File: config.mk
export PLATFORM = sky130hd
export DESIGN_NAME = sql_statement_splitter_top
export DESIGN_NICKNAME = d
export VERILOG_FILES = /design/src/design/ssplit_pkg.sv /design/src/design/ssplit_front.sv /design/src/design/ssplit_queue.sv /design/src/design/ssplit_back.sv /design/src/design/sql_statement_splitter_top.sv
export SDC_FILE = /design/constraint.sdc
export NUM_CORES = 1
export LEC_CHECK = 0
export BUFFER_PORTS_ARGS = -buffer_cell sky130_fd_sc_hd__buf_4
export CAP_MARGIN = 20
export CORE_UTILIZATION = 50
export CTS_BUF_LIST = sky130_fd_sc_hd__clkbuf_2 sky130_fd_sc_hd__clkbuf_4 sky130_fd_sc_hd__clkbuf_8
export DETAILED_ROUTE_END_ITERATION = 7
export PLACE_DENSITY = 0.68
export SLEW_MARGIN = 10
export SYNTH_ARGS = -nofsm -noshare
export SYNTH_HDL_FRONTEND = slang
export SYNTH_SLANG_ARGS = --single-unit
File: constraint.sdc
create_clock -name clk -period 5.95 [get_ports clk]
set_input_delay 1.785 -clock clk [delete_from_list [all_inputs] [get_ports clk]]
set_output_delay 1.785 -clock clk [all_outputs]
set_load 0.02 [all_outputs]
File: src/design/ssplit_pkg.sv
// ssplit_pkg: shared types, character codes and helpers for the sql statement splitter.
// Used by every module under design/; depends on nothing else.
package ssplit_pkg;

  localparam int POS_BITS     = 16;
  localparam int OUT_POS_BITS = 16;

  typedef logic [POS_BITS-1:0]     pos_t;
  typedef logic [OUT_POS_BITS-1:0] out_pos_t;

  // character codes
  localparam logic [7:0] CH_SEMI      = 8'h3B;
  localparam logic [7:0] CH_BSLASH    = 8'h5C;
  localparam logic [7:0] CH_SQUOTE    = 8'h27;
  localparam logic [7:0] CH_DQUOTE    = 8'h22;
  localparam logic [7:0] CH_BQUOTE    = 8'h60;
  localparam logic [7:0] CH_LBRACE    = 8'h7B;
  localparam logic [7:0] CH_RBRACE    = 8'h7D;
  localparam logic [7:0] CH_LBRACKET  = 8'h5B;
  localparam logic [7:0] CH_RBRACKET  = 8'h5D;
  localparam logic [7:0] CH_LOWER_G   = 8'h67;
  localparam logic [7:0] CH_UPPER_G   = 8'h47;
  localparam logic [7:0] CH_SPACE     = 8'h20;
  localparam logic [7:0] CH_TAB       = 8'h09;
  localparam logic [7:0] CH_CR        = 8'h0D;

  // end kinds
  localparam logic [1:0] END_SEMI    = 2'd0;
  localparam logic [1:0] END_LOWER_G = 2'd1;
  localparam logic [1:0] END_UPPER_G = 2'd2;
  localparam logic [1:0] END_LINE    = 2'd3;

  // continuation codes
  localparam logic [2:0] CONT_IDLE     = 3'd0;
  localparam logic [2:0] CONT_STMT     = 3'd1;
  localparam logic [2:0] CONT_SQ       = 3'd2;
  localparam logic [2:0] CONT_DQ       = 3'd3;
  localparam logic [2:0] CONT_BQ       = 3'd4;
  localparam logic [2:0] CONT_BRACE    = 3'd5;
  localparam logic [2:0] CONT_BRACKET  = 3'd6;
  localparam logic [2:0] CONT_BUILTIN  = 3'd7;

  typedef enum logic [3:0] {
    CLS_OTHER,
    CLS_SPACE,
    CLS_SEMI,
    CLS_BSLASH,
    CLS_SQUOTE,
    CLS_DQUOTE,
    CLS_BQUOTE,
    CLS_LBRACE,
    CLS_RBRACE,
    CLS_LBRACKET,
    CLS_RBRACKET,
    CLS_LOWER_G,
    CLS_UPPER_G
  } cls_t;

  typedef enum logic [7:0] {
    MODE_IDLE     = 8'b0000_0001,
    MODE_STMT     = 8'b0000_0010,
    MODE_SQ       = 8'b0000_0100,
    MODE_DQ       = 8'b0000_1000,
    MODE_BQ       = 8'b0001_0000,
    MODE_BRACE    = 8'b0010_0000,
    MODE_BRACKET  = 8'b0100_0000,
    MODE_BUILTIN  = 8'b1000_0000
  } mode_t;

  // one classified byte on its way from front to back
  typedef struct packed {
    cls_t cls;
    logic eol;
    pos_t pos;
  } entry_t;

  function automatic cls_t classify(input logic [7:0] c);
    cls_t r;
    r = CLS_OTHER;
    priority if (c == CH_SPACE || (c >= CH_TAB && c <= CH_CR)) r = CLS_SPACE;
    else if (c == CH_SEMI)     r = CLS_SEMI;
    else if (c == CH_BSLASH)   r = CLS_BSLASH;
    else if (c == CH_SQUOTE)   r = CLS_SQUOTE;
    else if (c == CH_DQUOTE)   r = CLS_DQUOTE;
    else if (c == CH_BQUOTE)   r = CLS_BQUOTE;
    else if (c == CH_LBRACE)   r = CLS_LBRACE;
    else if (c == CH_RBRACE)   r = CLS_RBRACE;
    else if (c == CH_LBRACKET) r = CLS_LBRACKET;
    else if (c == CH_RBRACKET) r = CLS_RBRACKET;
    else if (c == CH_LOWER_G)  r = CLS_LOWER_G;
    else if (c == CH_UPPER_G)  r = CLS_UPPER_G;
    else                       r = CLS_OTHER;
    return r;
  endfunction

  function automatic logic [2:0] mode_code(input mode_t m);
    logic [2:0] r;
    unique case (m)
      MODE_IDLE:    r = CONT_IDLE;
      MODE_STMT:    r = CONT_STMT;
      MODE_SQ:      r = CONT_SQ;
      MODE_DQ:      r = CONT_DQ;
      MODE_BQ:      r = CONT_BQ;
      MODE_BRACE:   r = CONT_BRACE;
      MODE_BRACKET: r = CONT_BRACKET;
      MODE_BUILTIN: r = CONT_BUILTIN;
      default:      r = CONT_IDLE;
    endcase
    return r;
  endfunction

  function automatic out_pos_t to_out_pos(input pos_t p);
    return OUT_POS_BITS'(p);
  endfunction

endpackage

File: src/design/ssplit_front.sv
// ssplit_front: accepts text bytes, classifies them and stamps the running position.
// Depends on ssplit_pkg; feeds ssplit_queue.
module ssplit_front
  import ssplit_pkg::*;
(
  input  logic        clk,
  input  logic        rst,
  input  logic        in_valid,
  output logic        in_stall,
  input  logic [7:0]  text_byte,
  input  logic        last_of_line,
  input  logic        q_full,
  output logic        q_push,
  output entry_t      q_data
);

  pos_t byte_position;

  assign in_stall = q_full;
  assign q_push   = in_valid && !q_full;

  always_comb begin
    q_data.cls = classify(text_byte);
    q_data.eol = last_of_line;
    q_data.pos = byte_position;
  end

  always_ff @(posedge clk) begin
    if (rst) begin
      byte_position <= '0;
    end else if (q_push) begin
      byte_position <= byte_position + pos_t'(1);
    end
  end

endmodule

File: src/design/ssplit_queue.sv
// ssplit_queue: two-entry queue of classified bytes between front and back.
// Depends on ssplit_pkg.
module ssplit_queue
  import ssplit_pkg::*;
(
  input  logic   clk,
  input  logic   rst,
  input  logic   push,
  input  entry_t push_data,
  output logic   full,
  input  logic   pop,
  output logic   head_valid,
  output entry_t head
);

  entry_t     slots [2];
  logic       wr_ptr;
  logic       rd_ptr;
  logic [1:0] count;

  assign full       = (count == 2'd2);
  assign head_valid = (count != 2'd0);
  assign head       = slots[rd_ptr];

  always_ff @(posedge clk) begin
    if (push) begin
      slots[wr_ptr] <= push_data;
    end
  end

  always_ff @(posedge clk) begin
    if (rst) begin
      wr_ptr <= 1'b0;
      rd_ptr <= 1'b0;
      count  <= 2'd0;
    end else begin
      if (push) wr_ptr <= !wr_ptr;
      if (pop)  rd_ptr <= !rd_ptr;
      unique case ({push, pop})
        2'b10:   count <= count + 2'd1;
        2'b01:   count <= count - 2'd1;
        default: count <= count;
      endcase
    end
  end

`ifndef SYNTHESIS
  a_count_range: assert property (@(posedge clk) disable iff (rst) count != 2'd3)
    else $error("queue count out of range");
  a_ptr_gap: assert property (@(posedge clk) disable iff (rst)
    (count == 2'd0 || count == 2'd2) |-> (wr_ptr == rd_ptr))
    else $error("queue pointers disagree with count");
  a_no_pop_empty: assert property (@(posedge clk) disable iff (rst) pop |-> head_valid)
    else $error("pop from empty queue");
`endif

endmodule

File: src/design/ssplit_back.sv
// ssplit_back: runs the parse mode machine on queued bytes and registers the results.
// Depends on ssplit_pkg; drains ssplit_queue.
module ssplit_back
  import ssplit_pkg::*;
(
  input  logic        clk,
  input  logic        rst,
  input  logic        head_valid,
  input  entry_t      head,
  output logic        pop,
  output logic        out_valid,
  input  logic        out_stall,
  output logic        statement_done,
  output logic [1:0]  end_kind,
  output logic [15:0] start_position,
  output logic [15:0] end_position,
  output logic        line_done,
  output logic [2:0]  continuation
);

  mode_t      mode, mode_next;
  logic       pending, pending_next;
  pos_t       start_pos, start_pos_next;
  pos_t       last_end, last_end_next;
  logic       done, consumed, emit;
  logic [1:0] kind;
  pos_t       s_pos, e_pos, p, p1, pm1;
  cls_t       cls;

  assign pop = head_valid && (!out_valid || !out_stall);

  always_comb begin
    cls            = head.cls;
    p              = head.pos;
    p1             = head.pos + pos_t'(1);
    pm1            = head.pos - pos_t'(1);
    mode_next      = mode;
    pending_next   = pending;
    start_pos_next = start_pos;
    last_end_next  = last_end;
    done           = 1'b0;
    consumed       = 1'b0;
    kind           = END_SEMI;
    s_pos          = '0;
    e_pos          = '0;

    // settle a held backslash against this byte
    if (pending) begin
      pending_next = 1'b0;
      if (cls == CLS_LOWER_G || cls == CLS_UPPER_G) begin
        if (mode == MODE_STMT) begin
          done  = 1'b1;
          kind  = (cls == CLS_LOWER_G) ? END_LOWER_G : END_UPPER_G;
          s_pos = start_pos;
          e_pos = pm1;
        end
        mode_next = MODE_IDLE;
        consumed  = 1'b1;
      end else if (mode == MODE_IDLE) begin
        mode_next      = MODE_BUILTIN;
        start_pos_next = pm1;
        last_end_next  = p;
      end
    end

    if (!consumed) begin
      unique case (mode_next)
        MODE_IDLE: begin
          if (cls != CLS_SPACE) begin
            start_pos_next = p;
            unique case (cls)
              CLS_SQUOTE: mode_next = MODE_SQ;
              CLS_DQUOTE: mode_next = MODE_DQ;
              CLS_BSLASH: pending_next = 1'b1;
              CLS_SEMI:   mode_next = MODE_IDLE;
              default:    mode_next = MODE_STMT;
            endcase
          end
        end
        MODE_STMT: begin
          unique case (cls)
            CLS_SEMI: begin
              done      = 1'b1;
              kind      = END_SEMI;
              s_pos     = start_pos_next;
              e_pos     = p;
              mode_next = MODE_IDLE;
            end
            CLS_BSLASH:   pending_next = 1'b1;
            CLS_SQUOTE:   mode_next = MODE_SQ;
            CLS_DQUOTE:   mode_next = MODE_DQ;
            CLS_BQUOTE:   mode_next = MODE_BQ;
            CLS_LBRACE:   mode_next = MODE_BRACE;
            CLS_LBRACKET: mode_next = MODE_BRACKET;
            default:      mode_next = MODE_STMT;
          endcase
        end
        MODE_BUILTIN: begin
          if (cls != CLS_SPACE) last_end_next = p1;
        end
        MODE_SQ:      if (cls == CLS_SQUOTE)   mode_next = MODE_STMT;
        MODE_DQ:      if (cls == CLS_DQUOTE)   mode_next = MODE_STMT;
        MODE_BQ:      if (cls == CLS_BQUOTE)   mode_next = MODE_STMT;
        MODE_BRACE:   if (cls == CLS_RBRACE)   mode_next = MODE_STMT;
        MODE_BRACKET: if (cls == CLS_RBRACKET) mode_next = MODE_STMT;
        default:      mode_next = mode_next;
      endcase
    end

    if (head.eol) begin
      // backslash at line end becomes a one-byte builtin when idle
      if (pending_next) begin
        pending_next = 1'b0;
        if (mode_next == MODE_IDLE) begin
          mode_next      = MODE_BUILTIN;
          start_pos_next = p;
          last_end_next  = p1;
        end
      end
      if (mode_next == MODE_BUILTIN) begin
        done      = 1'b1;
        kind      = END_LINE;
        s_pos     = start_pos_next;
        e_pos     = last_end_next;
        mode_next = MODE_IDLE;
      end
    end

    emit = done || head.eol;
  end

  always_ff @(posedge clk) begin
    if (rst) begin
      mode      <= MODE_IDLE;
      pending   <= 1'b0;
      start_pos <= '0;
      last_end  <= '0;
      out_valid <= 1'b0;
    end else begin
      if (pop) begin
        mode      <= mode_next;
        pending   <= pending_next;
        start_pos <= start_pos_next;
        last_end  <= last_end_next;
      end
      if (pop && emit) begin
        out_valid <= 1'b1;
      end else if (out_valid && !out_stall) begin
        out_valid <= 1'b0;
      end
    end
  end

  always_ff @(posedge clk) begin
    if (pop && emit) begin
      statement_done <= done;
      end_kind       <= done ? kind : END_SEMI;
      start_position <= done ? to_out_pos(s_pos) : '0;
      end_position   <= done ? to_out_pos(e_pos) : '0;
      line_done      <= head.eol;
      continuation   <= head.eol ? mode_code(mode_next) : CONT_IDLE;
    end
  end

`ifndef SYNTHESIS
  a_pending_mode: assert property (@(posedge clk) disable iff (rst)
    pending |-> (mode == MODE_IDLE || mode == MODE_STMT))
    else $error("pending backslash outside idle or statement mode");
  a_no_builtin_cont: assert property (@(posedge clk) disable iff (rst)
    (out_valid && line_done) |-> (continuation != CONT_BUILTIN))
    else $error("builtin mode carried across a line end");
  a_result_reason: assert property (@(posedge clk) disable iff (rst)
    out_valid |-> (statement_done || line_done))
    else $error("result with neither statement nor line end");
  a_empty_fields: assert property (@(posedge clk) disable iff (rst)
    (out_valid && !statement_done) |-> (end_kind == END_SEMI && start_position == '0))
    else $error("line-only result carries statement fields");
`endif

endmodule

File: src/design/sql_statement_splitter_top.sv
// Sustained rate is one text byte per clock while neither side stalls. A byte is written into
// the two-entry queue between the classifying front end and the mode machine, the back end
// takes it, and its result then sits in the result register until the output transfer.
// The back end updates its mode once per byte, which sets the rate. While a result waits and
// the output is stalled the back end takes no bytes, so the queue fills after at most two more
// transfers and the input stalls; either side may stall on its own while the queue absorbs
// the slip. Bytes that end neither a statement nor a line produce no output transfer.
// sql_statement_splitter_top: top level, wires front end, queue and back end.
// Depends on ssplit_pkg, ssplit_front, ssplit_queue and ssplit_back.
module sql_statement_splitter_top
  import ssplit_pkg::*;
(
  input  logic        clk,
  input  logic        rst,
  input  logic        in_valid,
  output logic        in_stall,
  input  logic [7:0]  text_byte,
  input  logic        last_of_line,
  output logic        out_valid,
  input  logic        out_stall,
  output logic        statement_done,
  output logic [1:0]  end_kind,
  output logic [15:0] start_position,
  output logic [15:0] end_position,
  output logic        line_done,
  output logic [2:0]  continuation
);

  logic   q_full, q_push, q_pop, q_head_valid;
  entry_t q_data, q_head;

  ssplit_front u_front (
    .clk          (clk),
    .rst          (rst),
    .in_valid     (in_valid),
    .in_stall     (in_stall),
    .text_byte    (text_byte),
    .last_of_line (last_of_line),
    .q_full       (q_full),
    .q_push       (q_push),
    .q_data       (q_data)
  );

  ssplit_queue u_queue (
    .clk        (clk),
    .rst        (rst),
    .push       (q_push),
    .push_data  (q_data),
    .full       (q_full),
    .pop        (q_pop),
    .head_valid (q_head_valid),
    .head       (q_head)
  );

  ssplit_back u_back (
    .clk            (clk),
    .rst            (rst),
    .head_valid     (q_head_valid),
    .head           (q_head),
    .pop            (q_pop),
    .out_valid      (out_valid),
    .out_stall      (out_stall),
    .statement_done (statement_done),
    .end_kind       (end_kind),
    .start_position (start_position),
    .end_position   (end_position),
    .line_done      (line_done),
    .continuation   (continuation)
  );

endmodule
* Word level (Yosys, flattened, before mapping)
Memory sizes are Yosys's and may differ from the RTL's. A register that Yosys moved wholly into a read port is not among the register bits. Index checks and enable logic that the tools add are counted.
Storage, ports and cells: bits in registers 101, bits in writable memories 42, bits of input ports 13, word-level logic and storage cells 182, memories kept 1
Memories:
- u_queue.slots | words 2, bits a word 21, rd ports 1, clocked after Yosys merged registers in 1, wr ports 1, RTL line ssplit_queue.sv:16 | entry_t slots [2];
Operators by class: add/sub/neg operators 5, magnitude comparators 2, eq/ne operators 46, mux-type cells 96, reductions and logical operators 17
Operator list (number):
- $mux W16 | 34
- $mux W8 | 15
- $pmux W8 S7 | 2
- $eq A8 B7 Y1 const B | 10
- $eq A8 B6 Y1 const B | 6
- $mux W4 | 12
- $add A16 B1 Y16 const B | 2
- $pmux W8 S4 | 1
- $eq A8 B1 Y1 const B | 3
- $eq A8 B2 Y1 const B | 3
- $eq A8 B8 Y1 const B | 3
- $pmux W3 S7 | 1
- $eq A4 B4 Y1 const B | 5
- $mux W1 | 20
- $mux W2 | 9
- $eq A4 B3 Y1 const B | 4
- $eq A8 B3 Y1 const B | 2
- $eq A8 B4 Y1 const B | 2
- $eq A8 B5 Y1 const B | 2
- $sub A16 B1 Y16 const B | 1
- $eq A4 B2 Y1 const B | 2
- $ge A8 B4 Y1 const B | 1
- $le A8 B4 Y1 const B | 1
- $reduce_bool A2 Y1 | 3
- other kinds (10) | 22

* Logic depth before layout (Yosys ltp)
Gate-level depths: netlist of the first run.
word-level depth 18, depth in mapped cells 14, gate-level depth less buffers 10

* Hierarchy
Synthesis of the first run repeated with hierarchy kept, for this count alone.
Unflattened totals: cells, all modules 988, area total of the unflattened synthesis 8625.8 um2
Modules (own cells, without submodules):
- ssplit_back | times used 1, cells an instance 777, area each 5870.6 um2, seq. area each 2011.9 um2
- ssplit_queue | times used 1, cells an instance 87, area each 1715.4 um2, seq. area each 1361.3 um2
- ssplit_front | times used 1, cells an instance 124, area each 1039.7 um2, seq. area each 320.3 um2

* Worst setup path after synthesis of the first run
No wires, ideal clock.
kind input to register, start point in out_stall, end point reg u_back.continuation[0] (enable), setup time 450 ps, arrival 4180 ps, required time 5500 ps, path slack 1320 ps, stages 4, path buffers 1, path through nand2_1 > o21ai_1 > clkbuf_1 > a21oi_1
On the way: longest elaborated chain between the ends 4
RTL lines:
- from (decl) | RTL line sql_statement_splitter_top.sv:20 | input logic out_stall,
- $logic_not A1 Y1 | RTL line ssplit_back.sv:30 | assign pop = head_valid && (!out_valid || !out_stall);
- $logic_or A1 B1 Y1 | RTL line ssplit_back.sv:30
- $logic_and A1 B1 Y1 | RTL line ssplit_back.sv:30
- $logic_and A1 B1 Y1 | RTL line ssplit_back.sv:155 | if (pop && emit) begin
- to (signal assigned) | RTL line ssplit_back.sv:161 | continuation <= head.eol ? mode_code(mode_next) : CONT_IDLE;
- to (decl) | RTL line ssplit_back.sv:18 | output logic [2:0] continuation
No other way between the ends. A chain may end at the register's enable or synchronous reset.

==> results of run 1 <==
metal layers:
metal  up-vias  share of wire  routed length, µm  track usage
li1       3660              -                  -            -
met1      3671           0.47              11300        0.410
met2       350           0.43              10400        0.397
met3        24          0.082               1960       0.0483
met4         0          0.013                309       0.0762
met5         -              0                  0            0
worst paths after layout:
path                                           start                    to  depth (start not counted)
worst max-delay path                        register    u_back.end_kind[0]                          9
worst min-delay path            u_back.start_pos[13]  u_back.start_pos[13]                          2
worst max register to register              register    u_back.end_kind[0]                          9
worst min register to register  u_back.start_pos[13]  u_back.start_pos[13]                          2
report_power, final:
group	internal [µW]	switching, µW
clock network	520	414
registers	1270	157
logic	723	1330
total	2520	1900
kinds of logic after synthesis:
logic type,share of synthesized area
adder cells (fa/ha/maj),0.00562
flip-flops,0.415
XOR/XNOR,0.0413
AO/OA/AOI/OAI,0.231
buffers and inverters,0.0399
AND/OR/NAND/NOR,0.195
multiplexers,0.0727
synth_stat cells, drive strengths merged (5+ instances only):
cell type,instances
nand3,35
a211oi,7
nand2b,10
o21a,5
buf,22
and3,6
edfxtp,81
mux2i,27
nor3b,8
xor2,11
o21ai,50
nand4,10
a22oi,31
inv,14
a31oi,5
a21oi,64
o22ai,25
a21o,9
or3,10
mux2,31
dfxtp,63
nor2,97
o211ai,10
nand2,85
clkbuf,38
o31ai,32
nor3,31
xnor2,31
nor4,12
and2,9
a32oi,5
or2,6
nor2b,11
flip-flops by register name, indices dropped and copies added (netlist names), 2 cells and up, named ones only:
register,flops
u_back.start_position,16
u_queue.slots,42
u_back.last_end,16
u_back.end_position,16
u_back.continuation,3
u_back.start_pos,16
u_back.mode,8
u_queue.count,2
u_back.end_kind,2
u_front.byte_position,16
metrics by stage:
step / setup slack (ns) / total power, µW / utilization / cells / cell area (µm²)
2_1_floorplan: 1.32 / 2890 / - / 954 / 8900
3_3_place_gp: 2.01 / 3420 / 0.543 / 1188 / 9430
3_5_place_dp: 1.96 / 3440 / 0.543 / 1188 / 9430
4_1_cts: 2.04 / 4380 / 0.571 / 1220 / 9900
5_1_grt: 1.82 / 4640 / 0.573 / 1223 / 9950
6_report: 2.00 / 4420 / 0.573 / 1223 / 9950
final cells by class:
| class | instances | area (µm²) | share of cell area |
|---|---|---|---|
| flip-flops and latches | 144 | 3690 | 0.371 |
| clock buffers | 19 | 249 | 0.0250 |
| multi-input cells | 736 | 4880 | 0.491 |
| inverters | 14 | 52.6 | 0.00528 |
| well taps | 225 | 282 | 0.0283 |
| repair buffers | 72 | 561 | 0.0564 |
| clock inverters | 13 | 224 | 0.0225 |
cell usage in the layout, fill, tap and decap left out, drive strengths merged, types with 11 or more instances in the layout:
cell type	instances
a21oi	64
a22oi	31
buf	72
clkbuf	19
dfxtp	63
edfxtp	81
inv	20
mux2	31
mux2i	27
nand2	85
nand3	35
nor2	97
nor2b	11
nor3	31
nor4	12
o21ai	50
o22ai	25
o31ai	32
xnor2	31
xor2	11
tightest hold or removal path, delay by kind of cell, from the launching register on:
kind	cells	cell delay, ns
AND/OR/NAND/NOR	1	0.06
flip-flops	1	0.33
AO/OA/AOI/OAI	1	0.05
==> metrics.yaml, run 1 <==
die_w_um: 135
worst-path-max-fanout: 22
min_period_over_period: 0.664
io_buffers: 53
cp-start-kind: "register"
cts_tree: "done"
ys.flop_type: "edfxtp_1"
syn_nets: 971
final.min_clock_period_ns: 3.95
syn_area_um2: 8900
dp_hpwl_mm: 16.8
root_buffer: "clkbuf_8"
ant_nets: 0
power.density_nw_per_um2: 444
synth-seq-cells: 144
yosysWarnings: 0
viasPerCell: 6.30
rsz0062_at_grt: "false"
wl_per_cell_um: 19.6
clk_pin_slew_ns: 0.09
critPathTopFamily: "compound AO/OA/AOI/OAI gates"
syn_area_per_cell_um2: 9.33
yosys.area.top_type_share: 0.273
synth_edf_count: 81
vias: 7705
drc: 0
drtIter0Drc: 795
slew_viol_final: 0
post_cts_buffers: 0
hold_buffers: 0
holdWs_ns: 0.482
vdd_drop_max_mv: 0.236
fmax_ghz: 0.253
setup_violations: 0
routabilityCongestion: 0.908
grt-ovfl-total: 0
cts_resized: 0
grt_first_pass_wirelength_mm: 38.7
critPathSlowestCell: "dfxtp_2"
synth_cell_types: 82
seq_area_frac_synth: 0.415
arrival_ns: 4.11
ys_async_sr_fraction: 0
fp.coreArea_um2: 17400
critPathBufInv: 1
floorplan.die_area_um2: 18300
grt_max_degree: 66
end_kind: "register"
worstPathCellList: "mux2_2 -> or4_1 -> a31oi_1 -> nand2_1 -> o21ai_1 -> a211oi_4 -> a21boi_4 -> buf_4 -> o22ai_1"
area_delta_synth_final_pct: 11.8
nets: 1002
cts.sinks: 144
synth_area_leaders: "edfxtp_1 27%, dfxtp_1 14%, nor2_1 4.1%"
track_usage: 0.273
clockBufferDepth: 2
num_antenna_cells: 0
die_h_um: 135
hold_path_class: "register to register"
fillerInstances: 1554
status: "finished clean"
clock_latency_ns: 0.47
grt_pass1_vias: 7035
worstMarginPinSlew_ns: 1.05
ios: 54
cp_slowest_stage_delay_ns: 0.63
initial_core_util: 0.513
drive_gt1_frac: 0.198
relSlewSlack: 0.293
fin_worst_skew_ns: 0.0119
rows: 48
rrSetupSlack_ns: 2.00
required_ns: 6.11
power.leakage_uw: 0.00338
worstSetupPathType: "register to register"
h-tree-depth: 4
setup_tns_ns: 0
grt_antenna_before_repair: 0
cap_violations: 0
hold_violations: 0
cts_buffers: 17
drt_wl_total_mm: 24.0
synthCells: 954
firstDrtPassIters: 7
yosysTopAreaCell: "edfxtp_1"
Note: power is estimated with default switching activity, not from simulation.
==> inputs of run 2 (changes only) <==
Settings changed: PLACE_DENSITY 0.68 to 0.7.
Clock period 5.95 ns to 3.4 ns, I/O delays scaled along.
==> run 2 against run 1 <==
- sequential share of layout area shrank 1.3 points
- maximum frequency grew 25%
- routed wire length down 3.7%
- via count increased by 1.6%
- power is 77% higher
- first-iteration DRC count increased by 2.4%
- critical path type unchanged
==> metrics.yaml, run 2 (synthesis results as in run 1) <==
largest-register: "u_queue.slots"
drc: 0
rsz0062_at_grt: "false"
setup_tns_ns: 0
grt_first_pass_wirelength_mm: 37.2
cp-start-kind: "register"
worstSetupPathType: "register to register"
slew_viol_final: 0
dp_cells: 1241
setup_violations: 0
critPathSlowestCell: "dfxtp_4"
crit_end: "u_back.start_position[14]"
hold_violations: 0
initial_core_util: 0.513
dp_slack_ns: -0.0181
power_switching_uw: 3340
required_ns: 3.63
min_period_over_period: 0.933
fp.coreArea_um2: 17400
grt_antenna_before_repair: 0
fillerInstances: 1486
rows: 48
worst-path-max-fanout: 32
power.density_nw_per_um2: 759
post_cts_buffers: 0
viasPerCell: 6.15
power_uw: 7820
cap_violations: 0
reg2reg_to: "u_back.start_position[14]"
fmax_ghz: 0.315
holdWs_ns: 0.461
grt_pass1_vias: 6980
clock_latency_ns: 0.47
drive_gt1_frac: 0.234
fin_worst_skew_ns: 0.0162
hold_path_class: "register to register"
seqPwrFrac: 0.314
grt_busiest_layer: "met2"
timing.final.ws_setup_ns: 0.229
use_met3: 0.0441
final_common_cell: "buf_4"
num_antenna_cells: 0
clk_pin_slew_ns: 0.09
io_buffers: 53
rrSetupSlack_ns: 0.23
cts.sinks: 144
cts_buffers: 17
drtIter0Drc: 814
die_w_um: 135
cts_tree: "done"
area_delta_synth_final_pct: 15.9
met1_usage: 0.385
grt_max_degree: 66
hold_start: "u_back.last_end[0]"
r2r_cells: 10
firstDrtPassIters: 5
power.leakage_uw: 0.00362
status: "finished clean"
stdcell_count: 1273
wl_per_cell_um: 18.1
worstMarginPinSlew_ns: 0.742
end_kind: "register"
drt_wl_total_mm: 23.1
path_common_cell: "nand2_1"
final_cell_mix: "117 x buf_4, 97 x nor2_1, 85 x nand2_1, 81 x edfxtp_1"
arrival_ns: 3.41
cp_slowest_stage_delay_ns: 0.51
clockBufferDepth: 2
relSlewSlack: 0.493
largest_reg_flops: 42
ant_nets: 0
vdd_drop_max_mv: 0.433
p_clk_frac: 0.192
vias: 7827
grt_use_met2: 0.391
worstPathCellList: "buf_8 -> mux2i_2 -> ha_1 -> nand2_1 -> nor3_1 -> nand2_1 -> xnor2_1 -> mux2_2 -> o21ai_0 -> o31ai_2"
p_sw_frac: 0.427
p_int_uw: 4480
ios: 54
floorplan.die_area_um2: 18300
grt-ovfl-total: 0
track_usage: 0.262
root_buffer: "clkbuf_8"
routabilityCongestion: 0.966
h-tree-depth: 4
final.min_clock_period_ns: 3.17
p_comb_frac: 0.494
nets: 1052
die_h_um: 135
dp_hpwl_mm: 16.9
[run 2: cell count changes in the layout (fill, tap and decap cells not counted), sizes merged]
cell	previous run	this run
buf	72	122
bufinv	5	3
clkinv	1	4
clkinvlp	1	0
[run 2: how the worst min path moves through the flow]
stage                     slack, ns  cells after the start                 end
final                          0.46                      2  u_back.last_end[0]
after global routing           0.48                      2  u_back.last_end[0]
after CTS                      0.47                      2  u_back.last_end[0]
after detailed placement       0.46                      2  u_back.last_end[0]
after global placement         0.44                      2  u_back.last_end[0]
after floorplan                0.43                      2  u_back.last_end[0]
[run 2: repair_timing]
action,4_1_cts,5_1_grt
gates resized for setup,1,2
hold buffers,0,0
setup endpoints to repair,1,22
[run 2: power by group through the flow]
stage	Clock [µW]	Combinational, µW	Sequential [µW]
final	1500	3860	2460
after global routing	1590	4170	2500
after CTS	1530	3800	2460
after detailed placement	0	3780	2490
after global placement	0	3760	2480
after floorplan	0	2510	2560
[run 2: cell type report]
class,instances,area (µm²),area share
repair buffers,122,973,0.0944
well taps,225,282,0.0273
clock inverters,13,176,0.0171
flip-flops and latches,144,3700,0.358
clock buffers,19,255,0.0247
multi-input cells,736,4880,0.473
inverters,14,52.6,0.00509
[run 2: critical path, delay by kind of cell, from the launching register on]
kind                       cells  cell delay (ns)
muxes                          2             0.75
AOI/OAI and AO/OA              2             0.34
xor gates and xnor gates       1             0.16
adders and majority gates      1             0.29
and+or+nand+nor                3             0.58
DFF                            1             0.51
buffers and inverters          1             0.29
[run 2: metal layers]
layer,wire (µm),vias to the layer above
met4,395,0
li1,-,3764
met2,9970,363
met3,1910,30
met1,10800,3670
met5,0,-
[run 2: stage by stage]
stage                     area [µm²]   util
after CTS                      10300  0.594
after global placement          9870  0.569
final                          10300  0.594
after floorplan                 8910      -
after detailed placement        9870  0.569
after global routing           10300  0.594
